===== config.mk =====
export PLATFORM = sky130hd
export DESIGN_NAME = twmc_ctrl
export DESIGN_NICKNAME = d
export VERILOG_FILES = /design/src/design/twmc_pkg.sv /design/src/design/twmc_ctrl.sv
export SDC_FILE = /design/constraint.sdc
export NUM_CORES = 1
export LEC_CHECK = 0
export BUFFER_PORTS_ARGS = -buffer_cell sky130_fd_sc_hd__buf_2
export CELL_PAD_IN_SITES_DETAIL_PLACEMENT = 1
export CELL_PAD_IN_SITES_GLOBAL_PLACEMENT = 2
export CORE_AREA = 2 2 39 41
export CTS_BUF_LIST = sky130_fd_sc_hd__clkbuf_16
export DETAILED_ROUTE_END_ITERATION = 10
export DIE_AREA = 0 0 41 43
export PLACE_DENSITY = 0.54
export SETUP_SLACK_MARGIN = 0.05
export SLEW_MARGIN = 5
export SYNTH_ARGS = -nofsm -noshare
export SYNTH_HDL_FRONTEND = slang
export SYNTH_SLANG_ARGS = --single-unit

===== constraint.sdc =====
create_clock -name aclk -period 1.55 [get_ports aclk]
set_clock_uncertainty 0.1 [all_clocks]
set_input_delay 0.2325 -clock aclk [delete_from_list [all_inputs] [get_ports aclk]]
set_output_delay 0.2325 -clock aclk [all_outputs]
set_load 0.005 [all_outputs]

===== src/design/twmc_pkg.sv =====
// Package for the trim wheel motion controller: phase and motion codes,
// register map, controller states and the controller/datapath command types.
// No dependencies.
package twmc_pkg;

    localparam int POSITION_BITS_DEF    = 24;
    localparam int TRIM_FRAC_BITS       = 15;
    localparam int POWER_TIMEOUT_MS_DEF = 0;
    localparam int CALIB_RATE_DEF       = 400;

    localparam int TRIM_BITS = TRIM_FRAC_BITS + 1;
    localparam int DIV_BITS  = 48;

    typedef enum logic [2:0] {
        PH_WAIT     = 3'd0,
        PH_SEEK_CW  = 3'd1,
        PH_SEEK_CCW = 3'd2,
        PH_CENTRING = 3'd3,
        PH_FOLLOW   = 3'd4,
        PH_FAULT    = 3'd5
    } phase_t;

    localparam logic [1:0] MOT_NONE = 2'd0;
    localparam logic [1:0] MOT_STOP = 2'd1;
    localparam logic [1:0] MOT_CW   = 2'd2;
    localparam logic [1:0] MOT_CCW  = 2'd3;

    localparam logic [2:0] REG_CALIB_TIMEOUT = 3'd0;
    localparam logic [2:0] REG_POS_DEADBAND  = 3'd1;
    localparam logic [2:0] REG_DRIVE_GAIN    = 3'd2;
    localparam logic [2:0] REG_MIN_SPEED     = 3'd3;
    localparam logic [2:0] REG_MAX_SPEED     = 3'd4;
    localparam logic [2:0] REG_BACKOFF       = 3'd5;
    localparam logic [2:0] REG_MANUAL_MOVE   = 3'd6;
    localparam logic [2:0] REG_FOLLOW_DB     = 3'd7;

    typedef enum logic [2:0] {
        ST_IDLE,
        ST_CALC,
        ST_DIV,
        ST_FINISH,
        ST_OUT
    } ctl_state_t;

    typedef struct packed {
        logic start;
        logic div_go;
        logic finish;
    } twmc_cmd_t;

    typedef struct packed {
        logic need_div;
        logic div_done;
    } twmc_sts_t;

endpackage


===== src/design/twmc_ctrl.sv =====
// Controller: sequences one control tick through compute, optional divide
// and commit. Depends on twmc_pkg.
module twmc_ctrl
    import twmc_pkg::*;
(
    input  logic      aclk,
    input  logic      aresetn,
    input  logic      s_axis_tvalid,
    output logic      s_axis_tready,
    output logic      m_axis_tvalid,
    input  logic      m_axis_tready,
    output twmc_cmd_t cmd,
    input  twmc_sts_t sts
);

    ctl_state_t state_reg, state_next;

    always_ff @(posedge aclk) begin
        if (!aresetn) begin
            state_reg <= ST_IDLE;
        end else begin
            state_reg <= state_next;
        end
    end

    always_comb begin
        state_next    = state_reg;
        cmd           = '0;
        s_axis_tready = 1'b0;
        m_axis_tvalid = 1'b0;
        unique case (state_reg)
            ST_IDLE: begin
                s_axis_tready = 1'b1;
                if (s_axis_tvalid) begin
                    cmd.start  = 1'b1;
                    state_next = ST_CALC;
                end
            end
            ST_CALC: begin
                if (sts.need_div) begin
                    cmd.div_go = 1'b1;
                    state_next = ST_DIV;
                end else begin
                    state_next = ST_FINISH;
                end
            end
            ST_DIV: begin
                if (sts.div_done) begin
                    state_next = ST_FINISH;
                end
            end
            ST_FINISH: begin
                cmd.finish = 1'b1;
                state_next = ST_OUT;
            end
            ST_OUT: begin
                m_axis_tvalid = 1'b1;
                if (m_axis_tready) begin
                    state_next = ST_IDLE;
                end
            end
            default: state_next = ST_IDLE;
        endcase
    end

endmodule


==> run_results.csv, run 1 <==
group,metric,value,unit
cells_and_area,n_antenna_cell,0,
critical_path,cp_data_arrival_time,1.06,ns
placed_design,post-place-ws,0.278,ns
yosys,synth.most_common_cell,"dfxtp_1",
clock_tree,cts.path.max_buffers,2,
global_route,track_usage,7.31,%
yosys,synthesis.area,173,sq um
floorplanning,rows,14,
yosys,synth.area.top_cells,"dfxtp_1 35%, a211oi_2 7.2%, nand2b_1 7.2%",
power_and_ir_drop,clock_power_share,64.3,%
clock_tree,htree_levels,1,
critical_path,critPathRequiredTime,1.22,ns
drt,detail-route-antenna-nets,0,
power_and_ir_drop,ir_drop,589,uV
cells_and_area,drive_gt1_share,50.0,%
timing,relSlewSlack,79.7,%
cells_and_area,nets,39,
yosys,async_reset_ff_share,0,%
yosys,seq_area_frac_synth,34.8,%
timing,rsz0062_at_grt,"false",
floorplanning,io_pins,11,
yosys,yosysTopAreaCell,"dfxtp_1",
timing,worst_slack,0.154,ns
yosys,syn_inst,18,
timing,fin_crit_sh,90.1,%
yosys,synth_ff_type,"dfxtp_1",
placed_design,gp_congestion,0.575,
drt,drc,0,
timing,worst_pin_slew,0.305,ns
cells_and_area,n_fill_cell,168,
power_and_ir_drop,combinationalPowerShare,15.5,%
yosys,yosys_warnings,0,
timing,whs,0.136,ns
drt,wirelength,469,um
floorplanning,die_area,0.00176,sq mm
cells_and_area,synthToLayoutAreaGrowth,89.1,%
drt,drt_iter0_drc,0,
floorplanning,die_h,43,um
placed_design,dp_cells,44,
global_route,gr-total-overflow,0,
timing,finalSetupTns,0,ns
power_and_ir_drop,pwr-share-seq,20.3,%
power_and_ir_drop,p_int,484,uW
global_route,grt_max_degree,9,
drt,num_vias,190,
run_status,status,"finished, final reports clean",
yosys,syn_nets,24,
floorplanning,core,0.00138,sq mm
power_and_ir_drop,p_per_area,1910,mW/mm^2
cells_and_area,largest_reg_flops,3,
drt,avgViaCountPerCell,3.96,
timing,min_period,1.40,ns
drt,firstDrtPassIters,1,
flow_run,maxCapViolCount,0,
placed_design,io_buffers,10,
yosys,netlist.area_leader.share,34.8,%
critical_path,rrSetupSlack,0.47,ns
critical_path,criticalPathCategory,"reg -> out",
power_and_ir_drop,p_sw_share,22.3,%
clock_tree,cts-root-buf,"clkbuf_16",
floorplanning,dieWidth,41,um
cells_and_area,final_cell_count_no_fill,48,
clock_tree,cts_setup_buffers,0,
clock_tree,tritoncts,"done",
global_route,grt_antenna_before_repair,0,
drt,avgRoutedWirePerCell,9.77,um
timing,hold_viol,0,
placed_design,dp_hpwl,354,um
power_and_ir_drop,switchingPower,139,uW
timing,setup_violations,0,
timing,finalMaxSlewViolations,0,
critical_path,cp_max_fo,8,
yosys,synth_edf_count,0,
clock_tree,clk_pin_slew,0.03,ns
yosys,syn_area_per_cell,9.59,sq um
timing,fmax,0.716,GHz
power_and_ir_drop,power_leakage,0.000157,uW
clock_tree,insertion_delay,0.22,ns
floorplanning,start_util,12.5,%
critical_path,cp-start-kind,"register",
yosys,ys_ff_latch,3,
clock_tree,cts.sinks,3,
worst_hold_path,hp-class,"in -> reg",
global_route,grt_pass1_wl,800,um
yosys,synthDistinctLibCells,13,
global_route,grt_pass1_vias,199,
clock_tree,numCtsBuffers,3,
yosys,synth_top_cells_by_count,"3 x dfxtp_1, 2 x nand2b_1, 2 x nor2b_1, 2 x nor3_1",
critical_path,cp-end-kind,"output pin",
## routing by layer
layer	vias up	part of all wire [%]	global-route usage, %
met4	0	2.6	6.00
li1	91	-	-
met3	2	16	5.24
met5	-	0	0
met1	84	38	7.64
met2	13	43	9.38
## cell type report
type	count	area [sq um]	share of cell area, %
clock buffer	3	75.1	23.0
tap	16	20.0	6.13
multi-input combinational	15	118	36.0
clock inverter	1	3.75	1.15
sequential	3	60.1	18.4
timing repair buffer	10	50.0	15.3
## path summary, 6_finish.rpt
kind | start | to | cells after the start
max | state_reg[0]$_SDFFE_PN0P_ | cmd[1] | 2
min | aresetn | state_reg[2]$_SDFFE_PN0P_ | 2
max reg2reg | state_reg[1]$_SDFFE_PN0P_ | state_reg[2]$_SDFFE_PN0P_ | 3
min reg2reg | state_reg[1]$_SDFFE_PN0P_ | state_reg[0]$_SDFFE_PN0P_ | 1
## layout by cell type (no fill, tap or decap)
cell	instances
nand2b_1	2
o21a_1	1
nor3_1	1
nor3_2	1
nor4bb_1	1
inv_1	1
buf_2	10
nor2b_1	2
nor3b_2	1
and2b_1	1
and3b_1	1
dfxtp_1	3
a211oi_2	1
clkbuf_16	3
nor2_1	1
and2_1	1
xnor2_1	1
## power groups by stage
stage | clock network [uW] | registers [uW] | logic, uW
detailed placement | 0 | 126 | 96.3
global placement | 0 | 122 | 91.8
finish | 400 | 126 | 96.3
global route | 421 | 132 | 113
floorplan | 0 | 117 | 60.4
CTS | 408 | 127 | 100
## critical path, stage by stage (launching register included)
cell and delay, ns:
dfxtp_1 0.47, nor4bb_1 0.22, buf_2 0.15
## what timing repair did
action                                  CTS  global route
hold buffers                              0             0
resized for setup                         1             0
gates cloned                              0             0
hold endpoints to repair                  0             0
endpoints found under the setup margin    1             1
pin swaps                                 0             1
## stage by stage
step	util (%)	power (uW)	area, sq um
6_report	23.6	623	327
5_1_grt	23.6	665	327
4_1_cts	23.6	636	327
3_5_place_dp	17.5	222	243
3_3_place_gp	17.5	214	243
2_1_floorplan	-	177	173
## kinds of logic after synthesis
family / Yosys count / synth area share (%)
AO/OA/AOI/OAI: 2 / 11.6
XOR/XNOR: 1 / 5.07
flip-flops: 3 / 34.8
AND/OR/NAND/NOR: 12 / 48.6
Note: power is estimated with default switching activity, not from simulation.
==> run 2, diff against run 1 <==
ABC_AREA = 1   (was unset)
PLACE_DENSITY = 0.62   (was 0.54)
==> run_results.csv, run 2 <==
group,metric,value,unit
run_status,status,"finished, final reports clean",
cells_and_area,synthToLayoutAreaGrowth,84.8,%
critical_path,worst-path-buf-inv,1,
yosys,ys_ff_latch,3,
yosys,syn_nets,37,
drt,avgRoutedWirePerCell,8.46,um
critical_path,cp_data_arrival_time,1.03,ns
timing,finalSetupTns,0,ns
cells_and_area,largest_reg_flops,3,
flow_run,maxCapViolCount,0,
power_and_ir_drop,ir_drop,700,uV
cells_and_area,fin_util,24.2,%
global_route,grt_antenna_before_repair,0,
yosys,synth-compound-area-share,5.52,%
yosys,synth.most_common_cell,"inv_1",
floorplanning,io_pins,11,
clock_tree,insertion_delay,0.22,ns
power_and_ir_drop,p_int,460,uW
cells_and_area,n_antenna_cell,0,
yosys,synth_ff_type,"dfxtp_1",
drt,firstDrtPassIters,1,
global_route,grt_pass1_vias,211,
timing,relSlewSlack,83.2,%
power_and_ir_drop,combinationalPowerShare,14.4,%
placed_design,gp_congestion,0.632,
clock_tree,cts_resized,0,
global_route,grt_use_met2,10.0,%
floorplanning,die_h,43,um
yosys,synthesis.area,181,sq um
clock_tree,cts_hold_buf,0,
yosys,seq_area_frac_synth,33.1,%
floorplanning,core,0.00138,sq mm
worst_hold_path,hp-class,"in -> reg",
placed_design,post-place-ws,0.360,ns
global_route,gr-total-overflow,0,
yosys,netlist.area_leader.share,33.1,%
cells_and_area,layout_common_cells,"10 x inv_1, 10 x buf_2, 5 x nand2_1, 4 x nand3_1, 4 x nor2_1",
power_and_ir_drop,p_total,593,uW
power_and_ir_drop,pwr-share-seq,17.5,%
clock_tree,cts_setup_buffers,0,
global_route,use_met3,3.14,%
yosys,synth_fa_ha_area_share,0,%
timing,setup_violations,0,
power_and_ir_drop,power_leakage,0.000197,uW
timing,fin_crit_sh,87.7,%
worst_hold_path,hold_end,"state_reg[0]$_SDFFE_PN0P_",
global_route,grt_max_degree,7,
floorplanning,dieWidth,41,um
placed_design,dp_cells,57,
clock_tree,cts.sinks,3,
drt,drt_iter0_drc,0,
global_route,use_met1,8.01,%
critical_path,criticalPathCategory,"reg -> out",
critical_path,rrSetupSlack,0.55,ns
critical_path,rr_worst_depth,4,
global_route,grt_pass1_wl,834,um
timing,worst_slack,0.191,ns
timing,hold_viol,0,
drt,avgViaCountPerCell,3.79,
power_and_ir_drop,p_per_area,1770,mW/mm^2
drt,num_vias,231,
floorplanning,rows,14,
global_route,track_usage,7.52,%
yosys,synth_top_cells_by_count,"9 x inv_1, 5 x nand2_1, 4 x nand3_1, 4 x nor2_1, 3 x dfxtp_1",
critical_path,cp-start-kind,"register",
critical_path,cp_max_fo,6,
clock_tree,clk_pin_slew,0.03,ns
global_route,busiest_layer,"met2",
critical_path,cpPeakStageDelay,0.36,ns
clock_tree,tritoncts,"done",
yosys,synth_edf_count,0,
power_and_ir_drop,clock_power_share,68.1,%
floorplanning,die_area,0.00176,sq mm
yosys,synthDistinctLibCells,9,
yosys,syn_area_per_cell,5.85,sq um
worst_hold_path,min_from,"aresetn",
yosys,yosys_warnings,0,
yosys,synth.area.top_cells,"dfxtp_1 33%, inv_1 19%, nand3_1 11%",
clock_tree,htree_levels,1,
drt,drc,0,
power_and_ir_drop,p_sw_share,22.4,%
placed_design,io_buffers,10,
clock_tree,cts.path.max_buffers,2,
yosys,yosysTopAreaCell,"dfxtp_1",
drt,wirelength,516,um
yosys,synth_top_family_by_area,"simple AND/OR/NAND/NOR gates",
critical_path,timing.rr.start,"state_reg[1]$_SDFFE_PN0P_",
yosys,yosys.area_share.simple,42.8,%
yosys,async_reset_ff_share,0,%
critical_path,crit_slowest_cell,"dfxtp_1",
yosys,synth.area.mux_share,0,%
critical_path,cp-end-kind,"output pin",
yosys,synthXorXnorAreaFrac,0,%
timing,worst_pin_slew,0.252,ns
critical_path,crit_family,"flip-flops",
cells_and_area,nets,52,
critical_path,critPathRequiredTime,1.22,ns
cells_and_area,drive_gt1_share,31.1,%
drt,detail-route-antenna-nets,0,
worst_hold_path,hold_depth,3,
power_and_ir_drop,switchingPower,133,uW
timing,finalMaxSlewViolations,0,
yosys,syn_inst,31,
critical_path,r2r_end,"state_reg[0]$_SDFFE_PN0P_",
cells_and_area,final_cell_count_no_fill,61,
clock_tree,cts-root-buf,"clkbuf_16",
clock_tree,numCtsBuffers,3,
timing,min_period,1.36,ns
floorplanning,start_util,13.1,%
timing,fmax,0.736,GHz
critical_path,worstPathCellList,"nor2_4 -> nand2_1 -> nor2_1 -> buf_2",
timing,rsz0062_at_grt,"false",
[run 2: per-layer routing]
layer | vias up | share of wire, %
li1 | 122 | -
met1 | 98 | 42
met2 | 9 | 46
met3 | 2 | 8.3
met4 | 0 | 2.9
met5 | - | 0
[run 2: power by group through the flow]
stage | sequential [uW] | clock [uW] | combinational (uW)
final | 104 | 404 | 85.6
after global routing | 106 | 415 | 101
after detailed placement | 104 | 0 | 84.8
after global placement | 103 | 0 | 85.3
after floorplan | 99.5 | 0 | 54.1
after CTS | 103 | 408 | 85.3
[run 2: worst reg2reg max path, delay by kind of cell (launching register included)]
family / cells / cell delay, ns
DFF: 1 / 0.45
and+or+nand+nor: 4 / 0.40
[run 2: area by class of cell]
type | instances | area, sq um
Timing Repair Buffer | 10 | 50.0
Fill cell | 185 | 1050
Multi-Input combinational cell | 19 | 92.6
Clock buffer | 3 | 75.1
Inverter | 9 | 33.8
Sequential cell | 3 | 60.1
Clock inverter | 1 | 3.75
Tap cell | 16 | 20.0
[run 2: how the worst max path moves through the flow]
stage                               from      to  slack, ns  depth (start not counted)
2_1_floorplan  state_reg[1]$_SDFFE_PN0P_  cmd[1]       0.55                          3
3_3_place_gp   state_reg[1]$_SDFFE_PN0P_  cmd[1]       0.37                          4
3_5_place_dp   state_reg[1]$_SDFFE_PN0P_  cmd[1]       0.36                          4
4_1_cts        state_reg[1]$_SDFFE_PN0P_  cmd[1]       0.14                          4
5_1_grt        state_reg[1]$_SDFFE_PN0P_  cmd[1]        0.1                          4
6_report       state_reg[1]$_SDFFE_PN0P_  cmd[1]       0.19                          4
[run 2: cell families (layout without fill, tap and decap cells)]
logic type,after synthesis,after routing
AOI/OAI and AO/OA,2,2
and+or+nand+nor,17,17
buffers and inverters,9,23
DFF,3,3
[run 2: stage by stage]
stage | instance area (sq um) | hold WS [ns]
after CTS | 330 | 0.162
after global placement | 251 | 0.390
after global routing | 335 | 0.174
final | 335 | 0.156
after detailed placement | 251 | 0.392
after floorplan | 181 | 0.283
